===== src/hw/rtl/lolab_pkg.sv =====
// lolab_pkg: shared types and constants of the lattice orbit class labeler
// no dependencies; imported by lolab_front, lolab_back, the top level and the testbench
`default_nettype none

package lolab_pkg;

  localparam int LABEL_BITS  = 8;
  localparam int STATUS_BITS = 2;

  typedef enum logic [STATUS_BITS-1:0] {
    ST_EXISTING = 2'd0,
    ST_NEW      = 2'd1,
    ST_FULL     = 2'd2,
    ST_RANGE    = 2'd3
  } lolab_status_t;

  typedef struct packed {
    logic restart;
    logic out_of_range;
  } lolab_flags_t;

  localparam int FLAGS_BITS = $bits(lolab_flags_t);

endpackage

`default_nettype wire


===== src/hw/rtl/lolab_front.sv =====
// lolab_front: forms the fourth barycentric coordinate, range check and 4-way sort
// depends on lolab_pkg
`default_nettype none

module lolab_front #(
  parameter int COORD_BITS = 8
) (
  input  wire logic [COORD_BITS-1:0]   coord_a,
  input  wire logic [COORD_BITS-1:0]   coord_b,
  input  wire logic [COORD_BITS-1:0]   coord_c,
  input  wire logic                    restart,
  input  wire logic [COORD_BITS:0]     side_length,
  output lolab_pkg::lolab_flags_t      flags,
  output logic      [4*COORD_BITS-1:0] tuple
);

  import lolab_pkg::*;

  localparam int CB = COORD_BITS;
  localparam logic [CB:0] SIDE_MAX = (CB+1)'(1) << CB;

  logic [CB:0]   side_cl;
  logic [CB+1:0] sum;
  logic [CB+1:0] d_wide;
  logic          oor;
  logic [CB-1:0] v   [4];
  logic [CB-1:0] s1  [4];
  logic [CB-1:0] s2  [4];

  always_comb begin
    side_cl = (side_length > SIDE_MAX) ? SIDE_MAX : side_length;
    sum     = {2'b00, coord_a} + {2'b00, coord_b} + {2'b00, coord_c};
    oor     = ({1'b0, side_cl} <= sum);
    d_wide  = {1'b0, side_cl} - (CB+2)'(1) - sum;

    v[0] = coord_a;
    v[1] = coord_b;
    v[2] = coord_c;
    v[3] = d_wide[CB-1:0];

    // first layer: pairs (0,1) and (2,3)
    s1[0] = (v[0] > v[1]) ? v[1] : v[0];
    s1[1] = (v[0] > v[1]) ? v[0] : v[1];
    s1[2] = (v[2] > v[3]) ? v[3] : v[2];
    s1[3] = (v[2] > v[3]) ? v[2] : v[3];
    // second layer: minima and maxima
    s2[0] = (s1[0] > s1[2]) ? s1[2] : s1[0];
    s2[2] = (s1[0] > s1[2]) ? s1[0] : s1[2];
    s2[1] = (s1[1] > s1[3]) ? s1[3] : s1[1];
    s2[3] = (s1[1] > s1[3]) ? s1[1] : s1[3];

    flags.restart      = restart;
    flags.out_of_range = oor;
    if (oor) begin
      tuple = '0;
    end else begin
      tuple = {s2[3],
               (s2[1] > s2[2]) ? s2[1] : s2[2],
               (s2[1] > s2[2]) ? s2[2] : s2[1],
               s2[0]};
    end
  end

endmodule

`default_nettype wire


===== config.mk =====
export PLATFORM = sky130hd
export DESIGN_NAME = lolab_front
export DESIGN_NICKNAME = d
export VERILOG_FILES = /design/src/hw/rtl/lolab_pkg.sv /design/src/hw/rtl/lolab_front.sv
export SDC_FILE = /design/constraint.sdc
export NUM_CORES = 1
export LEC_CHECK = 0
export BUFFER_PORTS_ARGS = -buffer_cell sky130_fd_sc_hd__buf_2
export CORE_AREA = 2 2 79 81
export DETAILED_ROUTE_END_ITERATION = 10
export DIE_AREA = 0 0 81 83
export PLACE_DENSITY_LB_ADDON = 0.15
export SKIP_LAST_GASP = 1
export SLEW_MARGIN = 10
export SYNTH_ARGS = -nofsm -noshare
export SYNTH_HDL_FRONTEND = slang
export SYNTH_SLANG_ARGS = --single-unit

===== constraint.sdc =====
create_clock -name vclk -period 10.07
set_input_delay 1.007 -clock vclk [all_inputs]
set_output_delay 1.007 -clock vclk [all_outputs]
set_load 0.05 [all_outputs]

==> flow_summary.toml, run 1 <==
[global_routing]
global_route.usage.total_pct = 26.29
grt_overflow_total = 0
first_global_vias = 3055
grt_pass1_wl_um = 14550
grt_start_max_net_pins = 23
grt_antenna_before_repair = 0

[finish]
multiInputGateArea_um2 = 2858
postLayoutCoreUtil_pct = 62.65
fill_cells = 564
regArea_um2 = 0
post_route_insts_no_fill = 540
layout.sequential_cells = 0
final_nets = 566
drive_above_1_share_pct = 26.67
area_growth_syn_to_layout_pct = 19.64
final.clkbuf_count = 0
antenna_cells_inserted = 0

[place]
hpwlAfterDp_um = 7366
finalWeightedCongestion = 0.9143
dp_worst_setup_slack_ps = 216.3
io_buffer_count = 66
post-place-cells = 537

[logic_synthesis]
yosys.cell_count.top_type = "sky130_fd_sc_hd__ha_1"
yosysUniqueCellTypes = 49
cell_types_with_the_largest_area_share_after_synthesis = "sky130_fd_sc_hd__ha_1 23%, sky130_fd_sc_hd__mux2i_1 11%, sky130_fd_sc_hd__inv_1 6.7%"
netlist_top_cells_count = "55 x sky130_fd_sc_hd__ha_1, 54 x sky130_fd_sc_hd__inv_1, 34 x sky130_fd_sc_hd__mux2i_1, 24 x sky130_fd_sc_hd__a21oi_1, 21 x sky130_fd_sc_hd__nor2b_1"
synth_cells = 396
syn_nets = 495
yosysSeqAreaShare_pct = 0
synth_top_cell_by_area = "sky130_fd_sc_hd__ha_1"
post_synth_instance_area_um2 = 3045
synthesis.area_per_instance_um2 = 7.690
area_share_of_the_largest_cell_type_after_synthesis_pct = 22.60
yosysWarningCount = 0

[sta]
fmax_mhz = 104.0
fin_crit_sh_pct = 95.50
hold_fails_final_rpt = 0
finalWorstSetupSlack_ps = 452.7
tns_ps = 0
final_max_slew_viol_count = 0
finalWorstPathRequiredPeriod_ps = 9617
worst_slew_margin_rel_pct = 41.25
max_slew.worst_pin.slew_ps = 881.3
timing.final.setup_violations = 0

[run_status]
status = "finished clean"

[floorplanning]
floorplan_die_width_um = 81
start_util_pct = 52.37
design.die.area_um2 = 6723
num_rows = 28
floorplan.core_area_um2 = 5816
ios = 68
dieHeight_um = 83

[drt]
via_count = 3271
highest_layer = "met4"
route.detailed.vias_per_inst = 6.057
initial_drc_count = 210
drc = 0
routed_wl_um = 9051
wire_length_the_detailed_router_placed_on_met1_um = 4300
detailroute.wirelength.met2_um = 4095
route.detailed.wl_per_inst_um = 16.76
drtAntennaViolNets = 0
met3_wirelength_um = 545
detailedRoute.firstPassIterationCount = 5

[worst_hold_path]
hold_path_class = "in -> out"

[setup_path]
critPathLaunchType = "primary input"
crit_path_max_incr_delay_ps = 520
timing.critical_path.required_ps = 9060
critical-path-slowest-cell = "sky130_fd_sc_hd__fa_2"
crit_fanout = 15
worst_ep_arrival_time_ps = 8610
end_kind = "output pin"
worstSetupPathType = "in -> out"

[flow_run]
cap_viol_max_count = 0
[metrics by stage]
stage               instance area (um^2)  hold slack [ps]
global placement                    3516             2015
detailed placement                  3516             2015
CTS                                 3516             2015
finish                              3643             2014
global route                        3643             2015
floorplan                           3045             2181
[area by class of cell]
type,instances,share of cell area (%)
Tap cell,75,2.576
Multi-Input combinational cell,326,78.43
Inverter,54,5.563
Timing Repair Buffer,85,13.43
[layer usage]
layer / vias up / global-route usage (%)
met3: 14 / 0.6522
met2: 130 / 44.40
met5: - / 0
li1: 1608 / -
met4: 0 / 1.695
met1: 1519 / 38.57
[critical path, delay by kind of cell]
family | cells | cell delay [ps]
xor+xnor | 1 | 170
mux | 2 | 290
compound gates | 12 | 1970
simple gates | 5 | 750
fa+ha+maj | 9 | 3340
buf+inv | 8 | 1060
[placed cells by master (no fill, tap or decap), types with 8 or more instances in the layout]
master	n
sky130_fd_sc_hd__a21oi_1	23
sky130_fd_sc_hd__nand4_1	8
sky130_fd_sc_hd__nor2b_1	21
sky130_fd_sc_hd__a221o_1	12
sky130_fd_sc_hd__o21ai_0	17
sky130_fd_sc_hd__nor2_1	14
sky130_fd_sc_hd__mux2i_1	30
sky130_fd_sc_hd__ha_1	53
sky130_fd_sc_hd__buf_2	61
sky130_fd_sc_hd__buf_4	18
sky130_fd_sc_hd__fa_1	9
sky130_fd_sc_hd__o22ai_1	17
sky130_fd_sc_hd__nand2_1	12
sky130_fd_sc_hd__a211oi_1	16
sky130_fd_sc_hd__a21o_1	10
sky130_fd_sc_hd__inv_1	54
[final timing paths]
kind / cells past startpoint / endpoint / start
worst min-delay path: 0 / flags[1] / restart
worst max-delay path: 37 / tuple[10] / coord_c[1]
[cells by family (layout without fill, tap and decap cells)]
kind of cell / count (synthesis) / in the layout / share of synthesized area, %
AO/OA/AOI/OAI: 127 / 127 / 29.62
AND/OR/NAND/NOR: 81 / 81 / 14.13
buffers and inverters: 71 / 139 / 9.737
adder cells (fa/ha/maj): 67 / 68 / 29.91
multiplexers: 41 / 41 / 14.01
XOR/XNOR: 9 / 9 / 2.588
[what timing repair did]
action | CTS | global route
setup endpoints to repair | 0 | 16
buffers inserted | 0 | 2
resized for setup | 0 | 25
hold buffers | 0 | 0
Power of run 1 is not shown: default switching activity piles up to over one toggle a cycle in this logic, so the estimate is an artifact.
==> inputs of run 2 (changes only) <==
CELL_PAD_IN_SITES_DETAIL_PLACEMENT = 2   (was not set)
CELL_PAD_IN_SITES_GLOBAL_PLACEMENT = 2   (was not set)
CORE_AREA = 2 2 104 106   (was 2 2 79 81)
DIE_AREA = 0 0 106 108   (was 0 0 81 83)
==> flow_summary.toml, run 2 (synthesized netlist as in run 1, its figures left out) <==
[run_status]
status = "finished clean"

[global_routing]
globalRouteMet2Util_pct = 37.47
grt_overflow_total = 0
grt_start_max_net_pins = 23
grt_busiest_layer = "met2"
first_global_vias = 3507
grt_pass1_wl_um = 18810
grtUsageMet3_pct = 0.7233
global_route.usage.total_pct = 20.34
grt_antenna_before_repair = 0
met1_track_utilization_from_global_routing_pct = 27.94

[setup_path]
crit_fanout = 6
path_buf_inv = 10
worstSetupPathType = "in -> out"
timing.critical_path.required_ps = 9060
worst_path_dominant_cell_family = "adder cells"
worst_ep_arrival_time_ps = 8840
critPathLaunchType = "primary input"
crit_path_max_incr_delay_ps = 530
critical-path-slowest-cell = "sky130_fd_sc_hd__fa_2"
most_frequent_cp_cell = "sky130_fd_sc_hd__inv_1"
end_kind = "output pin"

[floorplanning]
floorplan_die_width_um = 106
dieHeight_um = 108
num_rows = 37
ios = 68
floorplan.core_area_um2 = 10230
design.die.area_um2 = 11450
start_util_pct = 29.77

[sta]
fin_crit_sh_pct = 97.77
hold_fails_final_rpt = 0
worst_slew_margin_rel_pct = 40.52
final_max_slew_viol_count = 0
hold_slack_ps = 2015
finalWorstPathRequiredPeriod_ps = 9846
timing.final.setup_violations = 0
fmax_mhz = 101.6
max_slew.worst_pin.slew_ps = 892.2

[drt]
detailedRoute.firstPassIterationCount = 4
routed_wl_um = 12010
route.detailed.wl_per_inst_um = 19.63
drc = 0
route.detailed.vias_per_inst = 5.407
initial_drc_count = 80
via_count = 3309
drtAntennaViolNets = 0

[worst_hold_path]
hold_path_class = "in -> out"

[finish]
layout.sequential_cells = 0
final.clkbuf_count = 0
regArea_um2 = 0
multiInputGateArea_um2 = 2909
commonest_non_fill_non_tap_cells_in_the_layout = "54 x sky130_fd_sc_hd__inv_1, 53 x sky130_fd_sc_hd__ha_1, 53 x sky130_fd_sc_hd__buf_2, 31 x sky130_fd_sc_hd__mux2i_1, 31 x sky130_fd_sc_hd__buf_4"
mostFrequentLayoutCell = "sky130_fd_sc_hd__inv_1"
antenna_cells_inserted = 0
drive_above_1_share_pct = 29.83
final_nets = 577
fill_cells = 1191
area_growth_syn_to_layout_pct = 28.43

[cts]
ctsHoldBuffers = 0

[place]
hpwlAfterDp_um = 9971
io_buffer_count = 66
finalWeightedCongestion = 0.8242

[flow_run]
cap_viol_max_count = 0
==> run 2: metal layers <==
layer / share of wire (%) / up-vias
met1: 48 / 1623
li1: - / 1632
met2: 50 / 52
met3: 2.0 / 2
met5: 0 / -
met4: 0.10 / 0
==> run 2: stage by stage <==
stage	std cells	setup TNS, ps	cell area [um^2]	setup slack, ps	util, %
after global routing	612	-1111	3911	-125.0	38.23
after detailed placement	603	-339.4	3642	-62.76	35.60
final	612	0	3911	224.4	38.23
after global placement	603	0	3642	284.0	35.60
after floorplan	396	0	3045	224.0	-
after CTS	603	0	3656	18.65	35.73
==> run 2: final timing paths <==
kind              cells past startpoint        from  slack, ps         to
setup / recovery                     39  coord_c[1]        220  tuple[12]
hold / removal                        0     restart       2010   flags[1]
==> run 2: final cells by class <==
class | count | share of cell area [%]
multi-input combinational | 326 | 74.38
timing repair buffer | 96 | 16.09
inverter | 54 | 5.182
tap | 136 | 4.351
==> run 2: what timing repair did <==
| action | 4_1_cts | 5_1_grt |
|---|---|---|
| pin swaps | 0 | 6 |
| endpoints found under the hold margin | 0 | 0 |
| endpoints found under the setup margin | 10 | 16 |
| setup buffers | 0 | 8 |
| cloned | 0 | 1 |
| gates resized for setup | 3 | 46 |
Power of run 2 is left out for the same reason.
