$ cat src/hw/rtl/lolab_fifo.sv
// lolab_fifo: two-entry queue between the front classifier and the back search
// no dependencies
`default_nettype none

module lolab_fifo #(
  parameter int WIDTH = 34
) (
  input  wire logic             clk,
  input  wire logic             rst_n,
  input  wire logic             push,
  input  wire logic [WIDTH-1:0] push_data,
  output logic                  not_full,
  input  wire logic             pop,
  output logic                  not_empty,
  output logic      [WIDTH-1:0] pop_data
);

  logic [WIDTH-1:0] mem_r [2];
  logic             wr_ptr_r, wr_ptr_nxt;
  logic             rd_ptr_r, rd_ptr_nxt;
  logic [1:0]       cnt_r, cnt_nxt;
  logic             do_push, do_pop;

  assign not_full  = (cnt_r != 2'd2);
  assign not_empty = (cnt_r != 2'd0);
  assign pop_data  = mem_r[rd_ptr_r];
  assign do_push   = push & not_full;
  assign do_pop    = pop & not_empty;

  always_comb begin
    wr_ptr_nxt = wr_ptr_r ^ do_push;
    rd_ptr_nxt = rd_ptr_r ^ do_pop;
    cnt_nxt    = cnt_r;
    if (do_push && !do_pop) begin
      cnt_nxt = cnt_r + 2'd1;
    end else if (do_pop && !do_push) begin
      cnt_nxt = cnt_r - 2'd1;
    end
  end

  always_ff @(posedge clk) begin
    if (!rst_n) begin
      wr_ptr_r <= 1'b0;
      rd_ptr_r <= 1'b0;
      cnt_r    <= 2'd0;
    end else begin
      wr_ptr_r <= wr_ptr_nxt;
      rd_ptr_r <= rd_ptr_nxt;
      cnt_r    <= cnt_nxt;
    end
  end

  always_ff @(posedge clk) begin
    if (do_push) begin
      mem_r[wr_ptr_r] <= push_data;
    end
  end

  assert property (@(posedge clk) disable iff (!rst_n) cnt_r != 2'd3)
    else $error("queue occupancy out of range");

endmodule

`default_nettype wire

$ cat config.mk
export PLATFORM = sky130hd
export DESIGN_NAME = lolab_fifo
export DESIGN_NICKNAME = d
export VERILOG_FILES = /design/src/hw/rtl/lolab_fifo.sv
export SDC_FILE = /design/constraint.sdc
export NUM_CORES = 1
export LEC_CHECK = 0
export ABC_AREA = 0
export BUFFER_PORTS_ARGS = -buffer_cell sky130_fd_sc_hd__buf_2
export CELL_PAD_IN_SITES_DETAIL_PLACEMENT = 1
export CELL_PAD_IN_SITES_GLOBAL_PLACEMENT = 1
export CORE_MARGIN = 2
export CORE_UTILIZATION = 46
export DETAILED_ROUTE_END_ITERATION = 8
export PLACE_DENSITY_LB_ADDON = 0.1
export SLEW_MARGIN = 20
export SYNTH_ARGS = -nofsm -noshare
export SYNTH_HDL_FRONTEND = slang
export SYNTH_SLANG_ARGS = --single-unit
$ cat constraint.sdc
create_clock -name clk -period 3.5 [get_ports clk]
set_clock_uncertainty 0.1 [all_clocks]
set_input_delay 0 -clock clk [delete_from_list [all_inputs] [get_ports clk]]
set_output_delay 0 -clock clk [all_outputs]
set_load 0.05 [all_outputs]
==> results of run 1 <==
[logic make-up after synthesis]
group | after synthesis | synth area share
AO/OA/AOI/OAI | 3 | 0.00652
XOR/XNOR | 3 | 0.00978
adder cells (fa/ha/maj) | 3 | 0.0140
buffers and inverters | 5 | 0.0116
flip-flops | 73 | 0.797
multiplexers | 34 | 0.142
AND/OR/NAND/NOR | 8 | 0.0186
[final timing paths]
| kind | to | slack, ns | cells after the start |
|---|---|---|---|
| worst max-delay path | mem_r[0][27] | 1.48 | 3 |
| worst min-delay path | wr_ptr_r | 0.04 | 4 |
| worst max register to register | mem_r[0][27] | 1.48 | 3 |
| worst min register to register | cnt_r[1] | 0.43 | 2 |
[sequential cells by signal, indices dropped and copies added (netlist names), named ones only]
register  cells
cnt_r         2
mem_r        68
rd_ptr_r      1
wr_ptr_r      1
[through the flow]
step / setup slack [ns] / instance area (µm²) / power, mW / hold WS (ns)
5_1_grt: 1.33 / 3660 / 3.00 / 0.0558
6_report: 1.48 / 3660 / 2.88 / 0.0401
3_3_place_gp: 1.58 / 3120 / 2.22 / 0.0871
4_1_cts: 1.44 / 3660 / 2.91 / 0.0411
3_5_place_dp: 1.44 / 3120 / 2.26 / 0.0924
2_1_floorplan: 1.03 / 2690 / 2.03 / -0.00113
[cells in the final DEF (no fill, tap or decap), drive strengths merged]
cell type	synthesis	final
mux2	34	34
clkinv	0	5
ha	3	3
a21boi	1	1
inv	1	1
buf	4	73
dlygate4sd3	0	35
xnor2	2	2
dfxtp	5	5
xor2	1	1
clkbuf	0	10
nor2b	1	1
and2	4	4
or3	1	1
nand2b	1	1
or2	1	1
bufinv	0	1
o21ai	2	2
edfxtp	68	68
[critical path: cells and delay by family, from the launching register on]
family	cells	cell delay (ns)
adder cells (fa/ha/maj)	1	0.77
flip-flops	1	0.43
AND/OR/NAND/NOR	2	0.34
[cell type report]
| class | count | area [µm²] | area share |
|---|---|---|---|
| multi-input combinational | 51 | 519 | 0.142 |
| sequential | 73 | 2140 | 0.586 |
| tap | 72 | 90.1 | 0.0246 |
| timing repair buffer | 108 | 716 | 0.196 |
| clock inverter | 6 | 58.8 | 0.0161 |
| clock buffer | 10 | 128 | 0.0349 |
| inverter | 1 | 3.75 | 0.00103 |
[what timing repair did]
item / CTS / global route
endpoints found under the hold margin: 73 / 0
hold buffers: 35 / 0
resized for setup: 0 / 0
[power by group through the flow]
stage,sequential (mW),clock (mW),combinational [mW]
2_1_floorplan,1.17,0,0.862
3_3_place_gp,1.22,0,0.993
3_5_place_dp,1.24,0,1.01
4_1_cts,1.22,0.633,1.05
5_1_grt,1.24,0.666,1.10
6_report,1.22,0.621,1.04
[layer usage]
metal	track usage	part of all wire	vias to the layer above
li1	-	-	727
met1	0.198	0.37	760
met2	0.333	0.56	50
met3	0.0416	0.046	13
met4	0.100	0.023	0
met5	0	0	-
==> reports/results.ini, run 1 <==
[power_and_ir_drop]
p_leak_nw = 1.39
seqPwrFrac = 0.423
ir_drop_mv = 0.561
swShare = 0.386
p_comb_frac = 0.361
p_clk_frac = 0.215
p_per_area_nw_per_um2 = 787
p_sw_mw = 1.11
p_int_mw = 1.77

[detailed_routing]
drt_pass1_iterations = 4
vias = 1550
drc = 0
drt-vias-per-instance = 4.83
drt-total-wl_um = 5380
wire_per_inst_um = 16.8
ant_nets = 0
first_iter_violations = 56

[synth]
synth.distinct_cells = 17
postSynthCellCount = 129
synth_nets = 170
synthTopCellsByCount = edfxtp_1 (68), mux2_2 (34), dfxtp_1 (5)
seq_area_frac_synth = 0.797
synth_top_cell_area_share = 0.760
yosys.area.top_type = edfxtp_1
synthesis.area_um2 = 2690
synth-async-reset-ratio = 0
synth_area_leaders = edfxtp_1 (76%), mux2_2 (14%), dfxtp_1 (3.7%)
avgSynthCellArea_um2 = 20.8
ys_ff_latch = 73
yosysWarnings = 0
synth-edff-count = 68
synthFlopType = edfxtp_1
yosysMostFrequentCell = edfxtp_1

[worst_setup_path]
arrival_ns = 1.88
end_kind = flop
crit_path_start = cnt_r[0]
path_class = reg2reg
crit_chain = nand2b_1, and2_1, ha_2
critPathMaxFanout = 34
crit_required_ns = 3.36
cp-start-kind = flop
slowest_stage = ha_2
max_stage_delay_ns = 0.77
reg2reg_from = cnt_r[0]

[grt]
grt_first_pass_wirelength_um = 8420
grt.overflow.total = 0
antenna_found_initial = 0
grt_pass1_vias = 1712
grt_usage = 0.184
grt_max_degree = 35

[cts]
postCtsSetupBuffers = 0
path_clk_slew_ns = 0.07
insertion_delay_ns = 0.33
cts_tree = built
cts_made_buffers = 9
cts_buffer_depth = 2
htree_levels = 3
cts_sinks = 73
cts_root_buffer = clkbuf_8

[timing]
slew_violations = 0
hold_viol = 0
fin_crit_ns = 2.02
max-slew-margin-rel = 0.427
tightest_slew_ns = 0.860
rsz0062_at_grt = no
fin_setup_tns_ns = 0
finalCritPeriodShare = 0.576
finalSetupViolations = 0
fmax_mhz = 496

[final_layout]
area_delta_synth_final_pct = 36.1
antenna_cells = 0
drive_gt1_frac = 0.506
fin_nets = 285
final_util = 0.656
fin_cells = 321
n_fill_cell = 529

[worst_hold_path]
hold_path_startpoint = push
worstHoldPathType = in2reg

[die]
fp.dieW_um = 80.4
fp.coreArea_um2 = 5570
row_count = 27
start_util = 0.482
die_height_um = 80.4
io-pin-count = 74
die-area_um2 = 6470

[job]
maxCapViolCount = 0

[outcome]
status = finished clean

[placement]
place_congestion = 0.615
dp_hpwl_um = 3200
dp_cells = 270
io_buffer_count = 73

Power figures use the tool's default switching activity.
==> inputs of run 2 (changes only) <==
Settings changed: CORE_UTILIZATION 46 to 39.
Clock period 3.5 ns to 1.8 ns, I/O delays scaled along.
==> reports/results.ini, run 2 (same netlist as run 1, synthesis figures left out) <==
[worst_setup_path]
end_kind = flop
cp-start-kind = flop
arrival_ns = 1.89
path_class = reg2reg
crit_path_start = cnt_r[0]
max_stage_delay_ns = 0.36
critPathMaxFanout = 5
cp.buffers_inverters = 0
reg2reg_from = cnt_r[0]
crit_required_ns = 1.97
cp_top_family = simple AND/OR/NAND/NOR gates
crit_chain = nand2b_4, and2_1, ha_1, xor2_1, or3_1, a21boi_1
slowest_stage = dfxtp_1

[final_layout]
drive_gt1_frac = 0.523
fin_cells = 336
reg.largest.list = mem_r (68), cnt_r (2)
stdcell_area_um2 = 3880
n_fill_cell = 645
antenna_cells = 0
layout_common_cells = buf_2 (73), edfxtp_1 (68), dlygate4sd3_1 (35), mux2_2 (34), clkbuf_8 (9)
top_register = mem_r
area_delta_synth_final_pct = 44.2
fin_nets = 292
largest_reg_flops = 68
layout_commonest_cell = buf_2

[timing]
tightest_slew_ns = 0.255
rsz0062_at_grt = no
fin_setup_tns_ns = 0
fmax_mhz = 581
slew_violations = 0
finalCritPeriodShare = 0.955
hold_viol = 0
max-slew-margin-rel = 0.830
fin_crit_ns = 1.72
finalSetupViolations = 0

[detailed_routing]
drt-total-wl_um = 5540
vias = 1565
drt-vias-per-instance = 4.66
drc = 0
ant_nets = 0
wire_per_inst_um = 16.5
first_iter_violations = 101
drt_pass1_iterations = 4

[grt]
grt_usage = 0.154
grt_max_degree = 19
use_met1 = 0.163
busiest_layer = met2
grt_pass1_vias = 1755
use_met2 = 0.287
grt_first_pass_wirelength_um = 8510
grtUsageMet3 = 0.0464
antenna_found_initial = 0
grt.overflow.total = 0

[placement]
dp_hpwl_um = 3490
place_congestion = 0.742
place_area_um2 = 3260
io_buffer_count = 73
dp_cells = 285

[cts]
insertion_delay_ns = 0.33
cts_root_buffer = clkbuf_8
cts_made_buffers = 9
postCtsSetupBuffers = 0
cts_sinks = 73
htree_levels = 3
cts_buffer_depth = 2
path_clk_slew_ns = 0.07
cts_tree = built

[power_and_ir_drop]
power_mw = 6.20
p_int_mw = 3.97
p_leak_nw = 1.48
p_comb_frac = 0.366
p_per_area_nw_per_um2 = 1600
swShare = 0.359
p_clk_frac = 0.269
seqPwrFrac = 0.365
ir_drop_mv = 0.832
p_sw_mw = 2.23

[die]
io-pin-count = 74
start_util = 0.400
row_count = 30
die-area_um2 = 7570
die_height_um = 87.0
fp.coreArea_um2 = 6720
fp.dieW_um = 87.0

[job]
maxCapViolCount = 0

[worst_hold_path]
worstHoldPathType = in2reg
hold_path_startpoint = pop

[outcome]
status = finished clean

## run 2: final timing paths
| kind | to | slack [ns] | depth (start not counted) |
|---|---|---|---|
| max | cnt_r[1] | 0.08 | 6 |
| min | rd_ptr_r | 0.07 | 4 |
| max reg2reg | cnt_r[1] | 0.08 | 6 |
| min reg2reg | cnt_r[1] | 0.46 | 2 |
## run 2: routing by layer
metal,up-vias,part of all wire
li1,745,-
met1,772,0.40
met2,41,0.55
met3,7,0.038
met4,0,0.011
met5,-,0
## run 2: what timing repair did
item	in CTS	in global routing
endpoints found under the hold margin	73	0
gates resized for setup	0	0
hold buffers	35	0
## run 2: final cells by class
type,count,area [µm²],area share
flip-flops and latches,73,2140,0.553
repair buffers,115,818,0.211
multi-input cells,51,547,0.141
clock inverters,7,141,0.0365
clock buffers,9,124,0.0320
well taps,80,100,0.0258
inverters,1,3.75,0.000968
## run 2: power groups by stage
stage	clock [mW]	combinational (mW)	sequential (mW)
after global routing	1.76	2.38	2.29
final	1.67	2.27	2.26
after floorplan	0	1.72	2.27
after detailed placement	0	2.23	2.30
after CTS	1.71	2.30	2.27
after global placement	0	2.19	2.28
## run 2: worst reg2reg max path: stages (launching register included)
cell and delay (ns):
dfxtp_1 0.36, nand2b_4 0.16, and2_1 0.18, ha_1 0.22, xor2_1 0.16, or3_1 0.34
a21boi_1 0.14
## run 2: stage by stage
step / utilization / worst slack, ns / hold slack [ns]
2_1_floorplan: - / 0.00459 / -0.00113
3_3_place_gp: 0.485 / 0.194 / 0.0874
3_5_place_dp: 0.485 / 0.0904 / 0.0926
4_1_cts: 0.577 / 0.0767 / 0.0502
5_1_grt: 0.577 / 0.0135 / 0.0721
6_report: 0.577 / 0.0802 / 0.0650
==> inputs of run 3 (changes only) <==
Settings changed: PLACE_DENSITY_LB_ADDON 0.1 to 0.2.
==> reports/results.ini, run 3 (same netlist as run 1, synthesis figures left out) <==
[worst_setup_path]
path_class = reg2reg
arrival_ns = 1.86
slowest_stage = or3_1
crit_chain = nand2b_4, and2_1, ha_1, or3_1, a21boi_1
r2r_setup_slack_ns = 0.11
critPathMaxFanout = 5
reg2reg_from = cnt_r[0]
crit_path_start = cnt_r[0]
crit_required_ns = 1.97
max_stage_delay_ns = 0.37
end_kind = flop
cp-start-kind = flop

[detailed_routing]
drc = 0
first_iter_violations = 56
ant_nets = 0
drt-vias-per-instance = 4.58
drt-total-wl_um = 5330
vias = 1530
wire_per_inst_um = 16.0
drt_pass1_iterations = 4

[final_layout]
area_delta_synth_final_pct = 41.7
largest_reg_flops = 68
top_register = mem_r
layout_commonest_cell = buf_2
layout_common_cells = buf_2 (73), edfxtp_1 (68), dlygate4sd3_1 (35), mux2_2 (34), clkbuf_8 (9)
reg.largest.list = mem_r (68), cnt_r (2)
fin_cells = 334
drive_gt1_frac = 0.512
antenna_cells = 0
fin_nets = 292

[power_and_ir_drop]
p_leak_nw = 1.45
p_per_area_nw_per_um2 = 1520
power_mw = 5.81
ir_drop_mv = 1.03

[timing]
hold_ws_ns = 0.0780
rsz0062_at_grt = no
fmax_mhz = 590
slew_violations = 0
fin_crit_ns = 1.69
finalSetupViolations = 0
hold_viol = 0
max-slew-margin-rel = 0.810
finalCritPeriodShare = 0.941
fin_setup_tns_ns = 0
tightest_slew_ns = 0.285

[cts]
path_clk_slew_ns = 0.07
cts_buffer_depth = 2
cts_sinks = 73
hold_buffers = 35
cts_tree = built
cts_root_buffer = clkbuf_8
post_cts_resized = 0
htree_levels = 3
insertion_delay_ns = 0.33
cts_made_buffers = 9
postCtsSetupBuffers = 0

[die]
fp.coreArea_um2 = 6720
die_height_um = 87.0
die-area_um2 = 7570
fp.dieW_um = 87.0
start_util = 0.400
row_count = 30
io-pin-count = 74

[worst_hold_path]
hold_path_startpoint = pop
worstHoldPathType = in2reg

[outcome]
status = finished clean

[grt]
grt_usage = 0.156
grt_first_pass_wirelength_um = 8420
grt_pass1_vias = 1718
antenna_found_initial = 0
grt_max_degree = 22
grt.overflow.total = 0

[placement]
dp_cells = 285
dp_hpwl_um = 3650
io_buffer_count = 73
place_congestion = 0.715

[job]
maxCapViolCount = 0

-- run 3: changes by cell type in the layout (fill, tap and decap cells not counted), sizes merged --
cell,change
inv,-1
clkinv,+2
bufinv,-2
clkinvlp,-1
-- run 3: power breakdown --
group          switching [mW]  leakage (nW)  internal, mW
Sequential             0.0930         0.676          2.17
Combinational            1.53         0.670         0.741
Clock                   0.520         0.100         0.753
-- run 3: layout make-up --
type / instances / area (µm²)
clock buffers: 9 / 124
inverters: 1 / 3.75
clock inverters: 5 / 72.6
fillers: 653 / 2910
flip-flops and latches: 73 / 2140
well taps: 80 / 100
multi-input cells: 51 / 547
repair buffers: 115 / 818
-- run 3: path summary, 6_finish.rpt --
| kind | endpoint | depth (start not counted) |
|---|---|---|
| max | cnt_r[1] | 5 |
| min reg2reg | cnt_r[1] | 2 |
| max reg2reg | cnt_r[1] | 5 |
| min | rd_ptr_r | 4 |
-- run 3: metrics by stage --
stage,setup WS [ns],cell area [µm²],utilization
after floorplan,0.00459,2720,-
after global placement,0.186,3260,0.485
after detailed placement,0.128,3260,0.485
after CTS,0.0914,3810,0.567
after global routing,0.0101,3810,0.567
final,0.106,3810,0.567
-- run 3: critical path: cells and delay by family (launching register included) --
family	cells	cell delay, ns
flops	1	0.36
simple gates	3	0.70
compound gates	1	0.13
fa+ha+maj	1	0.34
-- run 3: metal layers --
layer / track usage / routed length [µm] / vias up / share of wire
met5: 0 / 0 / - / 0
met4: 0.0881 / 111 / 0 / 0.021
met3: 0.0417 / 224 / 12 / 0.042
met2: 0.281 / 2980 / 42 / 0.56
met1: 0.162 / 2010 / 736 / 0.38
li1: - / - / 740 / -
